==> src/hdl/csrc_pkg.sv <==
// shared types, constants and the quarter-cosine table function for the camera space transform
package csrc_pkg;

    localparam int unsigned VIEW_ANG_W         = 10;
    localparam int unsigned QUARTER_STEPS_DEF  = 256;
    localparam int unsigned CFG_INDEX_BITS     = 2;
    localparam int unsigned TAYLOR_TERMS       = 14;
    localparam logic [63:0] PI_Q30             = 64'd3373259426;
    localparam logic [63:0] TAYLOR_DIV [TAYLOR_TERMS] = '{
        64'd2, 64'd12, 64'd30, 64'd56, 64'd90, 64'd132, 64'd182,
        64'd240, 64'd306, 64'd380, 64'd462, 64'd552, 64'd650, 64'd756
    };

    typedef enum logic [CFG_INDEX_BITS-1:0] {
        CFG_CAMERA_X   = 2'd0,
        CFG_CAMERA_Y   = 2'd1,
        CFG_VIEW_ANGLE = 2'd2
    } t_cfg_index;

    typedef enum logic [1:0] {
        QUAD_0 = 2'd0,
        QUAD_1 = 2'd1,
        QUAD_2 = 2'd2,
        QUAD_3 = 2'd3
    } t_quadrant;

    typedef struct packed {
        logic [15:0] object_x;
        logic [15:0] object_y;
    } t_obj_in;

    typedef struct packed {
        logic               visible;
        logic signed [15:0] depth;
        logic signed [15:0] lateral;
    } t_obj_out;

    typedef struct packed {
        logic [15:0] tx;
        logic [15:0] ty;
        logic [15:0] c;
        logic [15:0] s;
        t_quadrant   quadrant;
        logic        fine_zero;
    } t_rot_op;

    // cos(i * pi / 2^(qbits+1)) in 0.16, taylor series in q30
    function automatic logic [15:0] cos_entry(input int unsigned i, input int unsigned qbits);
        logic [63:0] x;
        logic [63:0] x2;
        logic [63:0] term;
        logic [63:0] sum;
        logic [63:0] r;
        x    = (64'(i) * PI_Q30 + (64'd1 << qbits)) >> (qbits + 1);
        x2   = (x * x) >> 30;
        term = 64'd1 << 30;
        sum  = term;
        for (int k = 0; k < TAYLOR_TERMS; k++) begin
            term = ((term * x2) >> 30) / TAYLOR_DIV[k];
            if (k % 2 == 1) begin
                sum = sum + term;
            end else begin
                sum = sum - term;
            end
        end
        if (sum > (64'd1 << 32)) begin
            return 16'd0;
        end
        r = (sum + (64'd1 << 13)) >> 14;
        if (r > 64'd65535) begin
            r = 64'd65535;
        end
        return r[15:0];
    endfunction

endpackage

==> src/hdl/csrc_rotate.sv <==
// rotation products, quadrant swap and view cone test for one translated position
module csrc_rotate
    import csrc_pkg::*;
(
    input  t_rot_op  i_op,
    output t_obj_out o_res
);

    logic signed [32:0] w_p_xc;
    logic signed [32:0] w_p_ys;
    logic signed [32:0] w_p_yc;
    logic signed [32:0] w_p_xs;
    logic [15:0] w_u;
    logic [15:0] w_v;
    logic [15:0] w_dep;
    logic [15:0] w_lat;
    logic [15:0] w_ndep;

    assign w_p_xc = $signed(i_op.tx) * $signed({1'b0, i_op.c});
    assign w_p_ys = $signed(i_op.ty) * $signed({1'b0, i_op.s});
    assign w_p_yc = $signed(i_op.ty) * $signed({1'b0, i_op.c});
    assign w_p_xs = $signed(i_op.tx) * $signed({1'b0, i_op.s});

    always_comb begin
        if (i_op.fine_zero) begin
            w_u = i_op.tx;
            w_v = i_op.ty;
        end else begin
            w_u = w_p_xc[31:16] + w_p_ys[31:16];
            w_v = w_p_yc[31:16] - w_p_xs[31:16];
        end
        case (i_op.quadrant)
            QUAD_0: begin
                w_dep = w_u;
                w_lat = w_v;
            end
            QUAD_1: begin
                w_dep = w_v;
                w_lat = 16'd0 - w_u;
            end
            QUAD_2: begin
                w_dep = 16'd0 - w_u;
                w_lat = 16'd0 - w_v;
            end
            default: begin
                w_dep = 16'd0 - w_v;
                w_lat = w_u;
            end
        endcase
        w_ndep        = 16'd0 - w_dep;
        o_res.depth   = $signed(w_dep);
        o_res.lateral = $signed(w_lat);
        o_res.visible = ($signed(w_lat) < $signed(w_dep)) && ($signed(w_lat) > $signed(w_ndep));
    end

endmodule

==> src/hdl/camera_space_rotate_cull_top.sv <==
// top level: camera translate, rotate into camera space and view cone cull
//
// requests enter on i_in_valid / o_in_ready with object_x, object_y (8.8 fixed point)
// and leave on o_out_valid / i_out_ready with visible, depth and lateral.
// the configuration channel (i_cfg_valid / o_cfg_ready) writes camera_x, camera_y
// and view_angle by index; it is always ready, unknown indexes are dropped.
// the user must change configuration only while no request is in flight; the
// block itself does not enforce it. an accepted request is held in the stage one
// register, then in the output register: stage one subtracts the camera and reads
// the cosine table, stage two does the four 16x16 products, the quadrant swap and
// the cone compare into the output register. throughput is one request per cycle
// while results are taken; stage one fills whenever it is empty, and o_in_ready
// drops in the same cycle that stage one is full and the output holds an untaken one.
// reset clears the stage valid bits and the configuration registers to zero;
// the cosine table is constant logic and needs no fill.
module camera_space_rotate_cull_top
    import csrc_pkg::*;
#(
    parameter int unsigned QUARTER_STEPS = QUARTER_STEPS_DEF
) (
    input  logic                      i_clk,
    input  logic                      i_rst_n,
    input  logic                      i_cfg_valid,
    output logic                      o_cfg_ready,
    input  logic [CFG_INDEX_BITS-1:0] i_cfg_index,
    input  logic [15:0]               i_cfg_data,
    input  logic                      i_in_valid,
    output logic                      o_in_ready,
    input  t_obj_in                   i_in_data,
    output logic                      o_out_valid,
    input  logic                      i_out_ready,
    output t_obj_out                  o_out_data
);

    localparam int unsigned Q_BITS = $clog2(QUARTER_STEPS);

    logic [15:0]           r_camera_x;
    logic [15:0]           r_camera_y;
    logic [VIEW_ANG_W-1:0] r_view_angle;
    logic                  r_s1_valid;
    t_rot_op               r_s1;
    t_rot_op               n_s1;
    logic                  r_out_valid;
    t_obj_out              r_out;
    t_obj_out              w_res;
    logic                  w_out_free;
    logic                  w_s1_free;
    logic [Q_BITS-1:0]     w_fine;
    logic [Q_BITS-1:0]     w_fine_neg;
    logic [VIEW_ANG_W+1:0] w_angle_ext;
    logic [15:0]           w_cos_rom [QUARTER_STEPS];

    for (genvar g = 0; g < QUARTER_STEPS; g++) begin : g_rom
        assign w_cos_rom[g] = cos_entry(g, Q_BITS);
    end

    assign o_cfg_ready = 1'b1;

    always_ff @(posedge i_clk) begin
        if (!i_rst_n) begin
            r_camera_x   <= '0;
            r_camera_y   <= '0;
            r_view_angle <= '0;
        end else if (i_cfg_valid) begin
            case (t_cfg_index'(i_cfg_index))
                CFG_CAMERA_X:   r_camera_x   <= i_cfg_data;
                CFG_CAMERA_Y:   r_camera_y   <= i_cfg_data;
                CFG_VIEW_ANGLE: r_view_angle <= i_cfg_data[VIEW_ANG_W-1:0];
                default: ;
            endcase
        end
    end

    assign w_out_free  = !r_out_valid || i_out_ready;
    assign w_s1_free   = !r_s1_valid || w_out_free;
    assign o_in_ready  = w_s1_free;

    assign w_angle_ext = {2'b00, r_view_angle};
    assign w_fine      = r_view_angle[Q_BITS-1:0];
    assign w_fine_neg  = '0 - w_fine;

    always_comb begin
        n_s1.tx        = i_in_data.object_x - r_camera_x;
        n_s1.ty        = i_in_data.object_y - r_camera_y;
        n_s1.c         = w_cos_rom[w_fine];
        n_s1.s         = w_cos_rom[w_fine_neg];
        n_s1.quadrant  = t_quadrant'(w_angle_ext[Q_BITS +: 2]);
        n_s1.fine_zero = (w_fine == '0);
    end

    always_ff @(posedge i_clk) begin
        if (!i_rst_n) begin
            r_s1_valid <= 1'b0;
        end else if (w_s1_free) begin
            r_s1_valid <= i_in_valid;
        end
    end

    always_ff @(posedge i_clk) begin
        if (w_s1_free && i_in_valid) begin
            r_s1 <= n_s1;
        end
    end

    csrc_rotate u_rotate (
        .i_op  (r_s1),
        .o_res (w_res)
    );

    always_ff @(posedge i_clk) begin
        if (!i_rst_n) begin
            r_out_valid <= 1'b0;
        end else if (w_out_free) begin
            r_out_valid <= r_s1_valid;
        end
    end

    always_ff @(posedge i_clk) begin
        if (w_out_free && r_s1_valid) begin
            r_out <= w_res;
        end
    end

    assign o_out_valid = r_out_valid;
    assign o_out_data  = r_out;

    a_accept_fills_s1: assert property (@(posedge i_clk) disable iff (!i_rst_n)
        i_in_valid && o_in_ready |=> r_s1_valid)
        else $error("accepted request did not reach stage one");

    a_s1_to_out: assert property (@(posedge i_clk) disable iff (!i_rst_n)
        r_s1_valid && w_out_free |=> o_out_valid)
        else $error("stage one request lost on its way to the output");

    a_pass_through: assert property (@(posedge i_clk) disable iff (!i_rst_n)
        r_s1_valid && w_out_free && r_s1.fine_zero && r_s1.quadrant == QUAD_0
        |=> o_out_data.depth == $signed($past(r_s1.tx))
            && o_out_data.lateral == $signed($past(r_s1.ty)))
        else $error("zero fine angle did not pass translated values through");

    a_visible_ahead: assert property (@(posedge i_clk) disable iff (!i_rst_n)
        o_out_valid && o_out_data.visible |-> o_out_data.depth > 16'sd0)
        else $error("visible object with non-positive depth");

endmodule

==> config.mk <==
export PLATFORM = sky130hd
export DESIGN_NAME = camera_space_rotate_cull_top
export DESIGN_NICKNAME = d
export VERILOG_FILES = /design/src/hdl/csrc_pkg.sv /design/src/hdl/csrc_rotate.sv /design/src/hdl/camera_space_rotate_cull_top.sv
export SDC_FILE = /design/constraint.sdc
export NUM_CORES = 2
export LEC_CHECK = 0
export BUFFER_PORTS_ARGS = -buffer_cell sky130_fd_sc_hd__buf_2
export CAP_MARGIN = 20
export CORE_ASPECT_RATIO = 0.6
export CORE_MARGIN = 5
export CORE_UTILIZATION = 65
export DETAILED_ROUTE_END_ITERATION = 10
export HOLD_SLACK_MARGIN = 0.03
export PLACE_DENSITY_LB_ADDON = 0.2
export SLEW_MARGIN = 20
export SYNTH_ARGS = -nofsm -noshare
export SYNTH_HDL_FRONTEND = slang
export SYNTH_SLANG_ARGS = --single-unit
==> constraint.sdc <==
create_clock -name i_clk -period 18.82 [get_ports i_clk]
set_input_delay 0 -clock i_clk [delete_from_list [all_inputs] [get_ports i_clk]]
set_output_delay 0 -clock i_clk [all_outputs]
set_load 0.02 [all_outputs]
* After elaboration in Yosys (flattened, before gate mapping)
Memory sizes are Yosys's and may differ from the RTL's. A register that Yosys moved wholly into a read port is not among the register bits.
Cells that the tools add are included.
** Word-level totals
- Register bits after elaboration :: 112
- Memory bits (read-only) :: 8192
- Bits of input ports :: 55
- Word-level logic and storage cells :: 51
- Memories kept :: 2
** Memories
- (name not given) :: words 256, bits a word 16, rd ports 1, clocked after memory_dff 1, write ports 0, line camera_space_rotate_cull_top.sv:86 : n_s1.s = w_cos_rom[w_fine_neg];
- (name not given) :: words 256, bits a word 16, rd ports 1, clocked after memory_dff 1, write ports 0, line camera_space_rotate_cull_top.sv:85 : n_s1.c = w_cos_rom[w_fine];
** Operators by class
- $add $sub $neg :: 8
- Multiply operators :: 4
- Magnitude comparators :: 2
- Equality and inequality tests :: 4
- Multiplexer cells :: 4
- Bitwise logic cells :: 2
- Reductions and logical operators :: 13
** Operators with widths (count)
- 16-bit by 17-bit multiplier with 32-bit output :: 4
- 16-bit case mux with 3 select lines :: 2
- 1-bit by 16-bit subtractor with 16-bit output, first input constant :: 3
- 16-bit subtractor :: 3
- 16-bit 2-to-1 mux :: 2
- 8-bit NOT with 9-bit output :: 2
- 16-bit adder :: 1
- 16-bit greater-than comparator :: 1
- 16-bit < comparator :: 1
- 8-bit logical NOT :: 1
- 1-bit by 8-bit subtractor with 8-bit output, first input constant :: 1
- 2-bit AND reduction :: 3
- 2-bit by 1-bit equality test with 1-bit output, second input constant :: 2
- 2-bit equality test, second input constant :: 2
- 2-bit logical NOT :: 2
- 1-bit logical AND :: 3
- 1-bit logical NOT :: 2
- 1-bit logical OR :: 2

* Longest topological paths before layout
- Word-level depth :: 8
- Depth in mapped cells :: 50
- Gate-level depth less buffers :: 47

* By module
From an unflattened synthesis, not the netlist that was laid out.
** Unflattened totals
- Cell total of the unflattened synthesis :: 6526
- Area total of the unflattened synthesis :: 52815.7 µm²
** Modules (own cells, without submodules)
- csrc_rotate :: times used 1, cells an instance 4444, area each 37607.3 µm², seq. area each 0.0 µm²
- camera_space_rotate_cull_top :: times used 1, cells an instance 2082, area each 15208.3 µm², seq. area each 3883.7 µm²

* Worst setup path before layout
OpenSTA, ideal clock, no wires.
- Path type :: register to register
- From :: register r_s1[36] (netlist name)
- To :: register r_out (netlist bit o_out_data[32]), data pin
- Setup time :: 258 ps
- Arrival time :: 9817 ps
- Required time :: 18562 ps
- Path slack :: 8745 ps
- Stages on the path, launching flop included :: 43
- Clock period less this slack :: 10075 ps
- Cell sequence :: edfxtp_1 -> clkbuf_1 -> clkbuf_1 -> nand2_1 -> fa_1 -> inv_1 -> fa_1 -> inv_1 -> fa_1 -> fa_1 -> fa_1 -> fa_1 -> inv_1 -> ha_1 -> a21oi_1 -> o221ai_1 -> a21boi_0 -> o211ai_1 -> [7 not listed] -> ha_1 -> and2_1 -> a22o_1 -> nor2_1 -> and3b_1 -> o31ai_1 -> or4_1 -> nand4b_1 -> or2_2 -> o221ai_2 -> a21oi_2 -> nor4_2 -> xnor2_1 -> ha_1 -> nand4_1 -> o41ai_1 -> a31oi_1 -> o221a_2
** RTL lines
- start, declared :: line camera_space_rotate_cull_top.sv:41 : t_rot_op r_s1;
- start signal, assigned :: line camera_space_rotate_cull_top.sv:101 : r_s1 <= n_s1;
- end signal, assigned :: line camera_space_rotate_cull_top.sv:120 : r_out <= w_res;
- end, declared :: line camera_space_rotate_cull_top.sv:44 : t_obj_out r_out;

==> results.toml <==
[clocking]
clk_latency_ns = 0.50
cts-root-buf = "clkbuf_16"
numCtsBuffers = 17
cts_tree = "yes"
cts_buffer_depth = 2
htree_levels = 4
clk_pin_slew_ns = 0.07
cts_resized = 0
postCtsSetupBuffers = 0
cts_sinks = 144

[logic_synthesis]
netlist_area_um2 = 52300
ys_types = 104
synth_cells = 6551
synth_nets = 7960
synth-simple-area-share_pct = 19.5
synth_edf_count = 100
synthAdderAreaFrac_pct = 43.6
synth_top_family_by_area = "adder cells"
yosys.area.top_type = "fa_1"
synth-seq-area-share_pct = 7.42
synth_compound_area_share_pct = 15.2
ys_top_cells_by_area = "fa_1 30%, ha_1 14%, inv_1 7.9%, nand2_1 6.6%, edfxtp_1 5.7%"
ys_warn_count = 0
synth_ff_type = "edfxtp_1"
synth_xor_area_share_pct = 1.89
synthTopCellsByCount = "1094 x inv_1, 913 x nand2_1, 778 x fa_1, 576 x ha_1, 422 x and2_1"
synthArstFlopShare_pct = 0
synthMuxAreaShare_pct = 1.27
synth.most_common_cell = "inv_1"
yosysTopAreaCellShare_pct = 29.8
synth-seq-cells = 144
syn_avg_cell_area_um2 = 7.98

[worst_setup_path]
cp_max_fo = 25
worstSetupEndpointType = "register"
crit_type = "register to register"
critical-path-max-stage-delay_ns = 0.93
crit_slowest_cell = "a221oi_1"
cp_data_arrival_time_ns = 12.40
cp_data_required_time_ns = 19.06
start_kind = "register"
crit_top_cell = "fa_1"

[die]
fp.dieArea_um2 = 86400
initial_utilization_pct = 65.7
die_h_um = 230
die_w_um = 376
core_area_um2 = 79700
io_pins = 91
num_rows = 80

[sta]
whs_ns = 0.0789
worst_slew_pin_slew_ns = 1.28
min_period_ns = 12.17
rsz0062_at_grt = "false"
setup_tns_ns = 0
finalHoldViolCount = 0
skew_ns = 0.0298
final_max_slew_viol_count = 0
fmax_mhz = 82.2
min_period_over_period_pct = 64.7
slew_headroom_pct = 14.3
setup_viol = 0

[detailed_routing]
viasPerCell = 6.54
ant_nets = 0
routed_wl_um = 191000
wl_per_cell_um = 25.5
drt_iter0_drc = 7461
vias = 48900
dr.pass1.iters = 11
route.detailed.drc = 2

[place]
hpwl_um = 140000
dpl.cell_count = 7403
port_buffers = 89
gp_congestion = 1.10

[grt]
grt_pass1_vias = 48600
antenna_found_initial = 7
grt_overflow = 0
grt.total_usage_pct = 43.9
grt_max_degree = 88
grt_pass1_wl_um = 292000

[min_path]
hold_path_class = "input pin to register"

[layout]
final_cells = 7478
nets = 7802
nFillCells = 6562
area_growth_pct = 4.19
drive_gt1_share_pct = 5.42

[status]
status = "finished, violations left"
violations = "DRC"

[run]
drv_cap = 0
worst paths after layout:
path              slack, ns             from  cells past startpoint             end
setup reg to reg       6.65         r_s1[66]                     38  o_out_data[32]
hold / removal         0.08    i_in_data[28]                      3        r_s1[63]
hold reg to reg        0.44  r_view_angle[8]                      0         r_s1[1]
setup / recovery       6.65         r_s1[66]                     38  o_out_data[32]
area by class of cell:
| cell class | count | area [um^2] | share of cell area [%] |
|---|---|---|---|
| Clock inverter | 13 | 135 | 0.248 |
| Tap cell | 1066 | 1330 | 2.45 |
| Clock buffer | 19 | 464 | 0.852 |
| Inverter | 1100 | 4130 | 7.58 |
| Antenna cell | 6 | 15.0 | 0.0275 |
| Sequential cell | 144 | 3890 | 7.15 |
| Multi-Input combinational cell | 4873 | 42700 | 78.4 |
| Timing Repair Buffer | 257 | 1800 | 3.30 |
cells by family (layout without fill, tap and decap cells):
family / after synthesis / in the layout
AO/OA/AOI/OAI: 1210 / 1210
XOR/XNOR: 110 / 110
adder cells (fa/ha/maj): 1354 / 1354
buffers and inverters: 1534 / 1389
flip-flops: 144 / 144
multiplexers: 49 / 49
other: 1 / 7
AND/OR/NAND/NOR: 2149 / 2149
worst max-delay path, delay by kind of cell, from the launching register on:
family / cells / cell delay (ns)
AO/OA/AOI/OAI: 16 / 4.44
adder cells (fa/ha/maj): 9 / 4.00
flip-flops: 1 / 0.32
buffers and inverters: 4 / 1.01
XOR/XNOR: 1 / 0.11
multiplexers: 1 / 0.37
AND/OR/NAND/NOR: 7 / 1.60
metal layers:
metal | up-vias | global-route usage [%] | share of wire, %
met2 | 3859 | 56.5 | 37
met4 | 22 | 9.94 | 2.6
li1 | 21000 | - | -
met3 | 480 | 24.0 | 19
met5 | - | 2.28 | 0.25
met1 | 23600 | 63.9 | 41
repair_timing:
item | CTS | global route
hold buffers | 37 | 0
endpoints found under the hold margin | 57 | 0
setup endpoints to repair | 0 | 0
per-stage QoR:
stage | area, um^2 | util, % | setup WS [ns]
CTS | 54500 | 68.4 | 7.12
global placement | 53500 | 67.1 | 7.31
finish | 54500 | 68.4 | 6.65
floorplan | 52300 | - | 8.74
global route | 54500 | 68.4 | 6.12
detailed placement | 53500 | 67.1 | 7.19
cells in the final DEF, fill, tap and decap left out, types with 28 or more instances in the layout:
| cell | n |
|---|---|
| inv_1 | 1094 |
| nand2_1 | 913 |
| fa_1 | 778 |
| ha_1 | 571 |
| and2_1 | 421 |
| nor2_1 | 356 |
| a21oi_1 | 307 |
| o21ai_0 | 269 |
| buf_4 | 131 |
| nor3_1 | 112 |
| edfxtp_1 | 100 |
| buf_2 | 89 |
| a211oi_1 | 84 |
| nand3_1 | 79 |
| xnor2_1 | 75 |
| nand2b_1 | 67 |
| o211ai_1 | 59 |
| a21boi_0 | 56 |
| a31oi_1 | 54 |
| nor2b_1 | 45 |
| a21o_1 | 42 |
| dfxtp_1 | 39 |
| dlygate4sd3_1 | 37 |
| a311oi_1 | 34 |
| o21a_1 | 31 |
| nand4_1 | 29 |
| mux2i_1 | 29 |
| a221oi_1 | 28 |
sequential cells by signal (all words and copies together), names as in the netlist:
signal / count
o_out_data: 33
r_camera_y: 16
o_out_valid: 1
r_view_angle: 10
r_camera_x: 16
r_s1_valid: 1
r_s1: 67
Power is left out: the tool's default activity adds up to more than one toggle a clock period on the data nets, which glitch-free logic cannot reach.
